### src/rtl/core/bfpp_pkg.sv
// bfpp_pkg: widths, register codes and shared types of the pixel plotter
// no dependencies; compiled first

package bfpp_pkg;

    localparam int COORD_W    = 16;
    localparam int COLOUR_W   = 24;
    localparam int BYTE_W     = 8;
    localparam int DIM_W      = 13;
    localparam int PITCH_W    = 16;
    localparam int SHIFT_W    = 5;
    localparam int KB_W       = 7;
    localparam int BANK_W     = 8;
    localparam int OFFSET_W   = 28;
    localparam int WORD_W     = 32;
    localparam int CFG_DATA_W = 16;
    localparam int CFG_IDX_W  = 3;

    // 256 words per kilobyte window
    localparam int WIN_LSB   = 8;
    localparam int QUOT_W    = OFFSET_W - WIN_LSB;
    localparam int DIV_STEPS = QUOT_W;
    localparam int STEP_W    = $clog2(DIV_STEPS);

    localparam int QUEUE_DEPTH = 2;
    localparam int QPTR_W      = $clog2(QUEUE_DEPTH);
    localparam int QCNT_W      = $clog2(QUEUE_DEPTH + 1);

    localparam logic [BANK_W-1:0] BANK_ALL_ONES = {BANK_W{1'b1}};

    typedef enum logic [CFG_IDX_W-1:0] {
        REG_SCREEN_WIDTH  = 3'd0,
        REG_SCREEN_HEIGHT = 3'd1,
        REG_LINE_PITCH    = 3'd2,
        REG_RED_SHIFT     = 3'd3,
        REG_GREEN_SHIFT   = 3'd4,
        REG_BLUE_SHIFT    = 3'd5,
        REG_LINEAR_MODE   = 3'd6,
        REG_WINDOW_KBYTES = 3'd7
    } cfg_idx_t;

    typedef struct packed {
        logic [DIM_W-1:0]   screen_width;
        logic [DIM_W-1:0]   screen_height;
        logic [PITCH_W-1:0] line_pitch_bytes;
        logic [SHIFT_W-1:0] red_shift;
        logic [SHIFT_W-1:0] green_shift;
        logic [SHIFT_W-1:0] blue_shift;
        logic               linear_mode;
        logic [KB_W-1:0]    window_kbytes;
    } cfg_t;

    typedef struct packed {
        logic                drawn;
        logic [OFFSET_W-1:0] offset;
        logic [WORD_W-1:0]   pixel;
    } job_t;

    typedef struct packed {
        logic not_empty;
        logic not_full;
    } qstat_t;

    function automatic logic [WORD_W-1:0] place_byte(input logic [BYTE_W-1:0] b,
                                                     input logic [SHIFT_W-1:0] sh);
        logic [WORD_W-1:0] wide;
        wide = WORD_W'(b);
        return wide << sh;
    endfunction

endpackage

### src/rtl/core/bfpp_if.sv
// bfpp_pixel_if and bfpp_write_if: request channels of the pixel plotter
// depends on bfpp_pkg

interface bfpp_pixel_if;
    import bfpp_pkg::*;

    logic                       valid;
    logic                       ready;
    logic signed [COORD_W-1:0]  pixel_x;
    logic signed [COORD_W-1:0]  pixel_y;
    logic        [COLOUR_W-1:0] rgb_colour;

    modport source (output valid, pixel_x, pixel_y, rgb_colour, input ready);
    modport sink   (input valid, pixel_x, pixel_y, rgb_colour, output ready);
endinterface

interface bfpp_write_if;
    import bfpp_pkg::*;

    logic                valid;
    logic                ready;
    logic                drawn;
    logic                bank_switch;
    logic [BANK_W-1:0]   bank_sel;
    logic [OFFSET_W-1:0] word_offset;
    logic [WORD_W-1:0]   pixel_word;

    modport source (output valid, drawn, bank_switch, bank_sel, word_offset, pixel_word,
                    input ready);
    modport sink   (input valid, drawn, bank_switch, bank_sel, word_offset, pixel_word,
                    output ready);
endinterface

### src/rtl/core/banked_framebuffer_pixel_plotter.sv
// banked_framebuffer_pixel_plotter: top level with configuration registers
// depends on bfpp_pkg, bfpp_if, bfpp_front, bfpp_queue and bfpp_back
//
// Each pixel request gives one framebuffer write request. The front end takes a
// request every cycle while its two-entry queue has room, clips it against the
// screen and forms the word offset and packed colour. The back end takes one
// queued request at a time: clipped, linear-mode and zero-window requests go
// from pop straight to the result state, other banked-mode requests pass
// through 20 steps of a restoring divider by window size between the two.
// A finished write waits in the output register while the next request is
// taken; that request then waits in the result state until the register is free.
// Configuration is written through write_enable, write_index and write_data.

module banked_framebuffer_pixel_plotter (
    input  logic                                 clk,
    input  logic                                 rst_n,
    input  logic                                 write_enable,
    input  logic [bfpp_pkg::CFG_IDX_W-1:0]       write_index,
    input  logic [bfpp_pkg::CFG_DATA_W-1:0]      write_data,
    bfpp_pixel_if.sink                           pixel_in,
    bfpp_write_if.source                         write_out
);
    import bfpp_pkg::*;

    cfg_t   cfg_reg;
    logic   push;
    logic   pop;
    job_t   push_job;
    job_t   head;
    qstat_t qstat;

    always_ff @(posedge clk or negedge rst_n)
    begin
        if (!rst_n)
        begin
            cfg_reg.screen_width     <= DIM_W'(640);
            cfg_reg.screen_height    <= DIM_W'(480);
            cfg_reg.line_pitch_bytes <= PITCH_W'(2560);
            cfg_reg.red_shift        <= SHIFT_W'(16);
            cfg_reg.green_shift      <= SHIFT_W'(8);
            cfg_reg.blue_shift       <= SHIFT_W'(0);
            cfg_reg.linear_mode      <= 1'b1;
            cfg_reg.window_kbytes    <= KB_W'(64);
        end
        else if (write_enable)
        begin
            case (cfg_idx_t'(write_index))
                REG_SCREEN_WIDTH:  cfg_reg.screen_width     <= write_data[DIM_W-1:0];
                REG_SCREEN_HEIGHT: cfg_reg.screen_height    <= write_data[DIM_W-1:0];
                REG_LINE_PITCH:    cfg_reg.line_pitch_bytes <= write_data[PITCH_W-1:0];
                REG_RED_SHIFT:     cfg_reg.red_shift        <= write_data[SHIFT_W-1:0];
                REG_GREEN_SHIFT:   cfg_reg.green_shift      <= write_data[SHIFT_W-1:0];
                REG_BLUE_SHIFT:    cfg_reg.blue_shift       <= write_data[SHIFT_W-1:0];
                REG_LINEAR_MODE:   cfg_reg.linear_mode      <= write_data[0];
                REG_WINDOW_KBYTES: cfg_reg.window_kbytes    <= write_data[KB_W-1:0];
                default:
                begin
                    cfg_reg <= cfg_reg;
                end
            endcase
        end
    end

    bfpp_front u_front (
        .pixel_in (pixel_in),
        .cfg      (cfg_reg),
        .qstat    (qstat),
        .push     (push),
        .job      (push_job)
    );

    bfpp_queue u_queue (
        .clk      (clk),
        .rst_n    (rst_n),
        .push     (push),
        .push_job (push_job),
        .pop      (pop),
        .head     (head),
        .qstat    (qstat)
    );

    bfpp_back u_back (
        .clk       (clk),
        .rst_n     (rst_n),
        .cfg       (cfg_reg),
        .qstat     (qstat),
        .head      (head),
        .pop       (pop),
        .write_out (write_out)
    );

endmodule

### src/rtl/core/bfpp_front.sv
// bfpp_front: accepts pixel requests, clips, forms word offset and packed colour
// depends on bfpp_pkg and bfpp_if

module bfpp_front (
    bfpp_pixel_if.sink       pixel_in,
    input  bfpp_pkg::cfg_t   cfg,
    input  bfpp_pkg::qstat_t qstat,
    output logic             push,
    output bfpp_pkg::job_t   job
);
    import bfpp_pkg::*;

    logic [COORD_W-1:0]           x_u;
    logic [COORD_W-1:0]           y_u;
    logic                         off_screen;
    logic [PITCH_W-3:0]           words_per_line;
    logic [DIM_W+PITCH_W-3:0]     row_base;
    logic [OFFSET_W-1:0]          offset;
    logic [WORD_W-1:0]            pixel;

    assign x_u = pixel_in.pixel_x;
    assign y_u = pixel_in.pixel_y;

    assign off_screen = x_u[COORD_W-1] || y_u[COORD_W-1]
        || (x_u >= {{(COORD_W-DIM_W){1'b0}}, cfg.screen_width})
        || (y_u >= {{(COORD_W-DIM_W){1'b0}}, cfg.screen_height});

    assign words_per_line = cfg.line_pitch_bytes[PITCH_W-1:2];
    assign row_base       = y_u[DIM_W-1:0] * words_per_line;
    assign offset         = OFFSET_W'(row_base) + OFFSET_W'(x_u[DIM_W-1:0]);

    assign pixel = place_byte(pixel_in.rgb_colour[3*BYTE_W-1:2*BYTE_W], cfg.red_shift)
                 | place_byte(pixel_in.rgb_colour[2*BYTE_W-1:BYTE_W], cfg.green_shift)
                 | place_byte(pixel_in.rgb_colour[BYTE_W-1:0], cfg.blue_shift);

    assign pixel_in.ready = qstat.not_full;
    assign push           = pixel_in.valid && qstat.not_full;

    always_comb
    begin
        if (off_screen)
        begin
            job = '0;
        end
        else
        begin
            job.drawn  = 1'b1;
            job.offset = offset;
            job.pixel  = pixel;
        end
    end

endmodule

### src/rtl/core/bfpp_queue.sv
// bfpp_queue: short request queue between front and back
// depends on bfpp_pkg

module bfpp_queue (
    input  logic             clk,
    input  logic             rst_n,
    input  logic             push,
    input  bfpp_pkg::job_t   push_job,
    input  logic             pop,
    output bfpp_pkg::job_t   head,
    output bfpp_pkg::qstat_t qstat
);
    import bfpp_pkg::*;

    job_t              mem_reg [QUEUE_DEPTH];
    logic [QPTR_W-1:0] wr_ptr_reg;
    logic [QPTR_W-1:0] rd_ptr_reg;
    logic [QCNT_W-1:0] count_reg;
    logic [QPTR_W-1:0] wr_ptr_next;
    logic [QPTR_W-1:0] rd_ptr_next;
    logic [QCNT_W-1:0] count_next;

    assign wr_ptr_next = (wr_ptr_reg == QPTR_W'(QUEUE_DEPTH - 1)) ? '0 : wr_ptr_reg + 1'b1;
    assign rd_ptr_next = (rd_ptr_reg == QPTR_W'(QUEUE_DEPTH - 1)) ? '0 : rd_ptr_reg + 1'b1;

    always_comb
    begin
        count_next = count_reg;
        if (push && !pop)
        begin
            count_next = count_reg + 1'b1;
        end
        else if (pop && !push)
        begin
            count_next = count_reg - 1'b1;
        end
    end

    always_ff @(posedge clk or negedge rst_n)
    begin
        if (!rst_n)
        begin
            wr_ptr_reg <= '0;
            rd_ptr_reg <= '0;
            count_reg  <= '0;
        end
        else
        begin
            if (push)
            begin
                wr_ptr_reg <= wr_ptr_next;
            end
            if (pop)
            begin
                rd_ptr_reg <= rd_ptr_next;
            end
            count_reg <= count_next;
        end
    end

    always_ff @(posedge clk)
    begin
        if (push)
        begin
            mem_reg[wr_ptr_reg] <= push_job;
        end
    end

    assign head            = mem_reg[rd_ptr_reg];
    assign qstat.not_empty = (count_reg != '0);
    assign qstat.not_full  = (count_reg != QCNT_W'(QUEUE_DEPTH));

endmodule

### src/rtl/core/bfpp_back.sv
// bfpp_back: bank split by iterative divider, bank tracking, output register
// depends on bfpp_pkg and bfpp_if

module bfpp_back (
    input  logic             clk,
    input  logic             rst_n,
    input  bfpp_pkg::cfg_t   cfg,
    input  bfpp_pkg::qstat_t qstat,
    input  bfpp_pkg::job_t   head,
    output logic             pop,
    bfpp_write_if.source     write_out
);
    import bfpp_pkg::*;

    typedef enum logic [1:0] {
        S_IDLE,
        S_DIV,
        S_DONE
    } state_t;

    state_t              state_reg;
    job_t                job_reg;
    logic [QUOT_W-1:0]   quot_reg;
    logic [KB_W-1:0]     rem_reg;
    logic [STEP_W-1:0]   step_reg;
    logic [BANK_W-1:0]   current_bank_reg;
    logic                out_valid_reg;
    logic                out_drawn_reg;
    logic                out_switch_reg;
    logic [BANK_W-1:0]   out_bank_reg;
    logic [OFFSET_W-1:0] out_offset_reg;
    logic [WORD_W-1:0]   out_pixel_reg;

    logic                head_needs_div;
    logic [KB_W:0]       trial;
    logic [KB_W:0]       divisor;
    logic [KB_W:0]       diff;
    logic                quot_bit;
    logic [KB_W-1:0]     rem_step;
    logic                banked;
    logic [BANK_W-1:0]   res_bank;
    logic [OFFSET_W-1:0] res_offset;
    logic                res_switch;
    logic                out_free;

    assign head_needs_div = head.drawn && !cfg.linear_mode && (cfg.window_kbytes != '0);
    assign pop            = (state_reg == S_IDLE) && qstat.not_empty;

    // one restoring step: shift in the next dividend bit, subtract when it fits
    assign trial    = {rem_reg, quot_reg[QUOT_W-1]};
    assign divisor  = {1'b0, cfg.window_kbytes};
    assign diff     = trial - divisor;
    assign quot_bit = (trial >= divisor);
    assign rem_step = quot_bit ? diff[KB_W-1:0] : trial[KB_W-1:0];

    assign banked = job_reg.drawn && !cfg.linear_mode;

    always_comb
    begin
        res_bank   = '0;
        res_offset = job_reg.offset;
        if (banked)
        begin
            if (cfg.window_kbytes == '0)
            begin
                res_bank = BANK_ALL_ONES;
            end
            else
            begin
                res_bank   = quot_reg[BANK_W-1:0];
                res_offset = {{(QUOT_W-KB_W){1'b0}}, rem_reg, job_reg.offset[WIN_LSB-1:0]};
            end
        end
    end

    assign res_switch = banked && (res_bank != current_bank_reg);
    assign out_free   = !out_valid_reg || write_out.ready;

    always_ff @(posedge clk or negedge rst_n)
    begin
        if (!rst_n)
        begin
            state_reg        <= S_IDLE;
            job_reg          <= '0;
            quot_reg         <= '0;
            rem_reg          <= '0;
            step_reg         <= '0;
            current_bank_reg <= '0;
            out_valid_reg    <= 1'b0;
            out_drawn_reg    <= 1'b0;
            out_switch_reg   <= 1'b0;
            out_bank_reg     <= '0;
            out_offset_reg   <= '0;
            out_pixel_reg    <= '0;
        end
        else
        begin
            if (out_valid_reg && write_out.ready && (state_reg != S_DONE))
            begin
                out_valid_reg <= 1'b0;
            end
            case (state_reg)
                S_IDLE:
                begin
                    if (pop)
                    begin
                        job_reg   <= head;
                        quot_reg  <= head.offset[OFFSET_W-1:WIN_LSB];
                        rem_reg   <= '0;
                        step_reg  <= '0;
                        state_reg <= head_needs_div ? S_DIV : S_DONE;
                    end
                end
                S_DIV:
                begin
                    quot_reg <= {quot_reg[QUOT_W-2:0], quot_bit};
                    rem_reg  <= rem_step;
                    step_reg <= step_reg + 1'b1;
                    if (step_reg == STEP_W'(DIV_STEPS - 1))
                    begin
                        state_reg <= S_DONE;
                    end
                end
                S_DONE:
                begin
                    if (out_free)
                    begin
                        out_valid_reg  <= 1'b1;
                        out_drawn_reg  <= job_reg.drawn;
                        out_switch_reg <= res_switch;
                        out_bank_reg   <= res_bank;
                        out_offset_reg <= res_offset;
                        out_pixel_reg  <= job_reg.pixel;
                        if (res_switch)
                        begin
                            current_bank_reg <= res_bank;
                        end
                        state_reg <= S_IDLE;
                    end
                end
                default:
                begin
                    state_reg <= S_IDLE;
                end
            endcase
        end
    end

    assign write_out.valid       = out_valid_reg;
    assign write_out.drawn       = out_drawn_reg;
    assign write_out.bank_switch = out_switch_reg;
    assign write_out.bank_sel    = out_bank_reg;
    assign write_out.word_offset = out_offset_reg;
    assign write_out.pixel_word  = out_pixel_reg;

    a_step_range: assert property (@(posedge clk) disable iff (!rst_n)
        (state_reg == S_DIV) |-> (step_reg <= STEP_W'(DIV_STEPS - 1)))
        else $error("divider step count out of range");

    a_clipped_empty: assert property (@(posedge clk) disable iff (!rst_n)
        (out_valid_reg && !out_drawn_reg) |->
            (!out_switch_reg && out_bank_reg == '0 && out_offset_reg == '0
             && out_pixel_reg == '0))
        else $error("clipped request carries a payload");

    a_switch_tracks: assert property (@(posedge clk) disable iff (!rst_n)
        (out_valid_reg && out_switch_reg) |-> (out_bank_reg == current_bank_reg))
        else $error("bank switch not reflected in current bank");

    a_no_pop_busy: assert property (@(posedge clk) disable iff (!rst_n)
        (state_reg != S_IDLE) |-> !pop)
        else $error("queue popped while back end busy");

endmodule
### src/flat_wrapper.sv
// flat-port wrapper written by rule: the top's interface ports become plain ports
module banked_framebuffer_pixel_plotter_flat import bfpp_pkg::*;
  (clk, rst_n, write_enable, write_index, write_data, pixel_in_valid, pixel_in_pixel_x, pixel_in_pixel_y, pixel_in_rgb_colour, pixel_in_ready, write_out_valid, write_out_drawn, write_out_bank_switch, write_out_bank_sel, write_out_word_offset, write_out_pixel_word, write_out_ready);
  bfpp_pixel_if pixel_in_i ();
  bfpp_write_if write_out_i ();
  input  logic clk;
  input  logic rst_n;
  input  logic write_enable;
  input  logic [bfpp_pkg::CFG_IDX_W-1:0] write_index;
  input  logic [bfpp_pkg::CFG_DATA_W-1:0] write_data;
  input wire logic [$bits(pixel_in_i.valid)-1:0] pixel_in_valid;
  input wire logic [$bits(pixel_in_i.pixel_x)-1:0] pixel_in_pixel_x;
  input wire logic [$bits(pixel_in_i.pixel_y)-1:0] pixel_in_pixel_y;
  input wire logic [$bits(pixel_in_i.rgb_colour)-1:0] pixel_in_rgb_colour;
  output wire logic [$bits(pixel_in_i.ready)-1:0] pixel_in_ready;
  output wire logic [$bits(write_out_i.valid)-1:0] write_out_valid;
  output wire logic [$bits(write_out_i.drawn)-1:0] write_out_drawn;
  output wire logic [$bits(write_out_i.bank_switch)-1:0] write_out_bank_switch;
  output wire logic [$bits(write_out_i.bank_sel)-1:0] write_out_bank_sel;
  output wire logic [$bits(write_out_i.word_offset)-1:0] write_out_word_offset;
  output wire logic [$bits(write_out_i.pixel_word)-1:0] write_out_pixel_word;
  input wire logic [$bits(write_out_i.ready)-1:0] write_out_ready;
  assign pixel_in_i.valid = pixel_in_valid;
  assign pixel_in_i.pixel_x = pixel_in_pixel_x;
  assign pixel_in_i.pixel_y = pixel_in_pixel_y;
  assign pixel_in_i.rgb_colour = pixel_in_rgb_colour;
  assign pixel_in_ready = pixel_in_i.ready;
  assign write_out_valid = write_out_i.valid;
  assign write_out_drawn = write_out_i.drawn;
  assign write_out_bank_switch = write_out_i.bank_switch;
  assign write_out_bank_sel = write_out_i.bank_sel;
  assign write_out_word_offset = write_out_i.word_offset;
  assign write_out_pixel_word = write_out_i.pixel_word;
  assign write_out_i.ready = write_out_ready;
  banked_framebuffer_pixel_plotter u_core (.clk(clk), .rst_n(rst_n), .write_enable(write_enable), .write_index(write_index), .write_data(write_data), .pixel_in(pixel_in_i), .write_out(write_out_i));
endmodule
### config.mk
export PLATFORM = sky130hd
export DESIGN_NAME = banked_framebuffer_pixel_plotter_flat
export DESIGN_NICKNAME = d
export VERILOG_FILES = /design/src/rtl/core/bfpp_pkg.sv /design/src/rtl/core/bfpp_if.sv /design/src/rtl/core/banked_framebuffer_pixel_plotter.sv /design/src/rtl/core/bfpp_front.sv /design/src/rtl/core/bfpp_queue.sv /design/src/rtl/core/bfpp_back.sv /design/src/flat_wrapper.sv
export SDC_FILE = /design/constraint.sdc
export NUM_CORES = 1
export LEC_CHECK = 0
export ABC_AREA = 1
export BUFFER_PORTS_ARGS = -buffer_cell sky130_fd_sc_hd__buf_2
export CAP_MARGIN = 0
export CELL_PAD_IN_SITES_DETAIL_PLACEMENT = 1
export CELL_PAD_IN_SITES_GLOBAL_PLACEMENT = 1
export CORE_MARGIN = 5
export CORE_UTILIZATION = 32
export DETAILED_ROUTE_END_ITERATION = 8
export PLACE_DENSITY = 0.55
export SLEW_MARGIN = 20
export SYNTH_ARGS = -nofsm -noshare
export SYNTH_HDL_FRONTEND = slang
export SYNTH_SLANG_ARGS = --single-unit
### constraint.sdc
create_clock -name clk -period 7.28 [get_ports clk]
set_input_delay 1.092 -clock clk [delete_from_list [all_inputs] [get_ports clk]]
set_output_delay 1.092 -clock clk [all_outputs]
set_load 0.01 [all_outputs]
=== After elaboration in Yosys (flattened, before gate mapping) ===
Memory sizes are Yosys's and may differ from the RTL's.
Index checks and enable logic that the tools add are counted.

* Flip-flop bits (word level): 243
* RAM bits: 122
* Output and inout port bits: 72
* Word-level logic and storage cells: 122
* Memories: 1

{| class="wikitable"
|+ Memory list
! memory !! words !! width !! rd ports !! clocked after Yosys merged registers in !! wr ports !! RTL line !! text
|-
| u_core.u_queue.mem_reg || 2 || 61 || 1 || 0 || 1 || bfpp_queue.sv:15 || <nowiki>job_t mem_reg [QUEUE_DEPTH];</nowiki>
|}

* Add/subtract/negate cells: 7
* $mul: 1
* $lt $le $gt $ge: 3
* Equality and inequality tests: 16
* Shift-type cells: 3
* Multiplexer cells: 26
* Bitwise logic cells: 2
* Reduce and logical (&&, ||, !) cells: 38

{| class="wikitable"
|+ Operator list
! operator !! number
|-
| << shifter 8 x 5 -> 32 bit || 3
|-
| OR 32 bit || 2
|-
| two-way mux 61 bit || 1
|-
| two-way mux 28 bit || 2
|-
| case mux 20 bit (2 select lines) || 1
|-
| >= comparator 16 x 13 -> 1 bit || 2
|-
| adder 27 x 13 -> 28 bit || 1
|-
| multiplier 13 x 14 -> 27 bit || 1
|-
| AND reduction 2 bit || 11
|-
| two-way mux 20 bit || 1
|-
| two-way mux 8 bit || 2
|-
| two-way mux 7 bit || 2
|-
| case mux 7 bit (2 select lines) || 1
|-
| == test 3 bit, second input constant || 4
|-
| two-way mux 2 bit || 6
|-
| logical AND 1 bit || 10
|-
| case mux 5 bit (2 select lines) || 1
|-
| >= comparator 8 x 7 -> 1 bit || 1
|-
| inequality test 2 bit, second input constant || 4
|-
| inequality test 8 bit || 1
|-
| logical NOT 7 bit || 1
|-
| two-way mux 1 bit || 7
|-
| nonzero test 7 bit || 1
|-
| subtractor 7 bit || 1
|-
| 18 further kinds || 29
|}

=== Logic depth before layout (Yosys ltp) ===
* Depth after elaboration: 6
* Depth in mapped cells: 27

=== By module ===
A second synthesis with hierarchy kept.

* Cell total of the unflattened synthesis: 3117
* Area, all modules: 25426.9 um^2

{| class="wikitable"
|+ Modules (own cells, without submodules)
! module !! instances !! cells an instance !! area an instance (um^2) !! seq. area each (um^2)
|-
| bfpp_front || 1 || 1746 || 10555.1 || 0.0
|-
| bfpp_back || 1 || 859 || 7323.3 || 4354.2
|-
| bfpp_queue || 1 || 215 || 4909.7 || 3763.6
|-
| banked_framebuffer_pixel_plotter || 1 || 297 || 2638.8 || 1641.6
|}

=== Worst setup path before layout ===
Ideal clock, no wire load.

* Path kind: input port to flip-flop
* Start point: in pixel_in_pixel_y[1]
* End point: mem u_core.u_queue.mem_reg[0][46] in the netlist's numbering, data pin
* Setup time: 0.257 ns
* Arrival time: 5.747 ns
* Path slack: 1.276 ns
* Stages: 23
* Cells stage by stage: clkbuf_1 -> nand2_1 -> inv_1 -> fa_1 -> inv_1 -> fa_1 -> inv_1 -> fa_1 -> inv_1 -> fa_1 -> inv_1 -> fa_1 -> inv_1 -> fa_1 -> inv_1 -> ha_1 -> nand2_1 -> inv_1 -> a21boi_0 -> nand2_1 -> a21oi_1 -> xor2_1 -> nor2_1

{| class="wikitable"
|+ RTL lines
! element !! RTL line !! text
|-
| start, declared || flat_wrapper.sv:13 || <nowiki>input wire logic [$bits(pixel_in_i.pixel_y)-1:0] pixel_in_pixel_y;</nowiki>
|-
| end, declared || bfpp_queue.sv:15 ||
|}

==> results.ini <==
[hold_path]
min_path_type = in2async

[cts]
cts-hold-fix-buffers = 0
cts-root-to-sink-buffers = 3
post_cts_resized = 0
clkTransAtPathRegs_ns = 0.06
ctsRootBufferMaster = clkbuf_16
cts_tree = done
clk_latency_ns = 0.59
clock_tree.htree_level_count = 2
clock_sinks = 363
post_cts_setup_buffer_count = 0
cts_buffers = 45

[flow_run]
drv.max_cap_violation_count = 0

[die]
die_area_mm2 = 0.0801
core.rowCount = 100
floorplan.io_pins = 152
die_y_um = 283
initial_utilization_pct = 32.1
core_area_mm2 = 0.0742
die_wd_um = 283

[synth]
synthArstFlopShare_pct = 66.4
synth.avg_cell_area_um2 = 8.32
synthTopCellsByArea = dfrtp_1 (24%), edfxtp_1 (15%), nand2_1 (14%), fa_1 (12%), ha_1 (6.9%)
syn-instance-count = 2867
syn-num-nets = 3221
syn_area_mm2 = 0.0239
synth_largest_type_area_fraction_pct = 24.0
synth_warnings = 0
synth-main-ff-cell = dfrtp_1
synth_seq_area_share_pct = 40.7
synth_seq_cells = 363
synth.largest_area_cell = dfrtp_1
yosys.cell_types.count = 45
netlist_top_cells_count = nand2_1 (872), inv_1 (415), dfrtp_1 (229), nor2_1 (229), o21ai_0 (160)
synth_most_common_cell = nand2_1
number_of_enable_flip_flop_cells_after_synthesis = 122

[sta]
setup_viol_count_final = 0
finalSetupTns_ns = 0
minimum_clock_period_ns = 5.91
grt_setup_unrepaired = no
timing_hold_violations_final = 0
worst_clock_skew_ns = 0.0265
final.period_utilization_pct = 81.1
maxSlewHeadroom_pct = 27.3
max_frequency_mhz = 169
least_setup_slack_across_all_paths_after_layout_ns = 1.37
max_slew.worst_pin.slew_ns = 1.09
finalMaxSlewViolations = 0

[global_routing]
grt_max_degree = 94
gr-usage-all-layers_pct = 19.0
met2_usage_pct = 31.4
grt_use_met1_pct = 27.4
grt_first_pass_wirelength_mm = 122
globalRouteOverflowTotal = 0
busiest_layer = met2
antenna_violations_before_repair = 4
gr-usage-met3_pct = 2.52
number_of_global_route_vias_before_repair = 20600

[placed_design]
numPlacedInstances = 3883
globalplace.congestion = 0.875
dp_hpwl_mm = 58.0
place.port_buffers = 151
pre_cts_ws_ns = 0.741

[routing]
drt.antenna.violating_nets = 0
initialDrtViolationCount = 944
routed-via-count = 19200
via_per_inst = 4.84
drtPass1Iterations = 5
routed_wl_mm = 76.9
wl_per_cell_um = 19.4
drc_errors = 0

[setup_path]
worst_ep_required_time_ns = 7.65
timing.critical_path.to_type = register
worst-r2r-setup-slack_ns = 1.43
critical-path-slowest-cell = fa_1
cp_slowest_stage_delay_ns = 0.55
timing_worst_setup_path_type = in2reg
worstPathCellList = buf_2, nand2_1, fa_1, fa_1, fa_1, inv_1, fa_1, fa_1, inv_1, fa_1, inv_1, ha_1, a21oi_1, o21ai_0, a21oi_1, o21a_1, nand3_1, nand2_1, nor2_1
critical_path_peak_fanout = 15
startpoint_class_of_the_critical_path = input port
critical_path_arrival_ns = 6.28
timing.critical_path.mode_cell = fa_1

[finish]
largest_register_ff_count = 122
layout.core_utilization_pct = 36.3
fin_nets = 3315
post_route_cells_drive_above_1_share_pct = 10.0
area_overhead_vs_synth_pct = 13.0
final_cells = 3969

[outcome]
run_status = finished clean

[pwr]
vdd_drop_max_v = 0.000411
power.static_leakage_nw = 13.5
p_per_area_mw_per_mm2 = 551

## through the flow
stage / total power, W / instance area (µm²) / hold slack (ns)
CTS: 0.0151 / 26900 / 0.433
finish: 0.0148 / 26900 / 0.430
floorplan: 0.00962 / 23900 / 0.450
detailed placement: 0.0128 / 25500 / 0.458
global placement: 0.0127 / 25500 / 0.449
global route: 0.0164 / 26900 / 0.448
## area by class of cell
cell class / instances / area (µm²)
clock buffers: 59 / 1260
multi-input cells: 1966 / 12100
well taps: 969 / 1210
inverters: 422 / 1580
repair buffers: 163 / 856
diodes: 2 / 5.00
flip-flops and latches: 363 / 9710
clock inverters: 25 / 211
fillers: 8837 / 47200
## routing by layer
metal / up-vias / part of all wire [%]
met5: - / 0
met4: 0 / 1.3
met3: 70 / 3.2
met2: 242 / 46
met1: 9623 / 49
li1: 9273 / -
## cells in the final DEF, fill, tap and decap left out, drive strengths merged, types with 81 or more instances in the layout
master	count
a21oi	81
buf	163
dfrtp	229
edfxtp	122
fa	143
ha	131
inv	421
nand2	877
nand3	124
nor2	237
o21ai	169
## final timing paths
kind,from,end,cells past startpoint
hold / removal,rst_n,u_core.u_back.write_out.bank_sel[5],1
max in group asynchronous,rst_n,u_core.cfg_reg[39],2
setup / recovery,pixel_in_pixel_y[7],u_core.u_queue.mem_reg[0][58],19
min in group clk,u_core.u_back.write_out.pixel_word[9],u_core.u_back.write_out.pixel_word[9],2
hold reg to reg,u_core.u_back.write_out.pixel_word[9],u_core.u_back.write_out.pixel_word[9],2
setup reg to reg,u_core.cfg_reg[28],u_core.u_queue.mem_reg[0][58],18
## cells by family after synthesis
logic type      share of synthesized area (%)
buf+inv                                  8.68
flops                                    40.7
mux                                     0.184
fa+ha+maj                                18.9
xor+xnor                                0.918
simple gates                             21.9
compound gates                           8.77
## critical path: cells and delay by family
kind,cells,cell delay (ns)
AO/OA/AOI/OAI,4,0.84
adder cells (fa/ha/maj),7,3.32
buffers and inverters,4,0.48
AND/OR/NAND/NOR,4,0.53
## power breakdown
group          total [W]  internal, W  leakage (nW)  switching, W
registers        0.00334      0.00286          4.12      0.000479
clock network    0.00223      0.00130         0.723      0.000933
logic            0.00927      0.00316          8.67       0.00610
total             0.0148      0.00732          13.5       0.00752
Power figures use the tool's default switching activity.
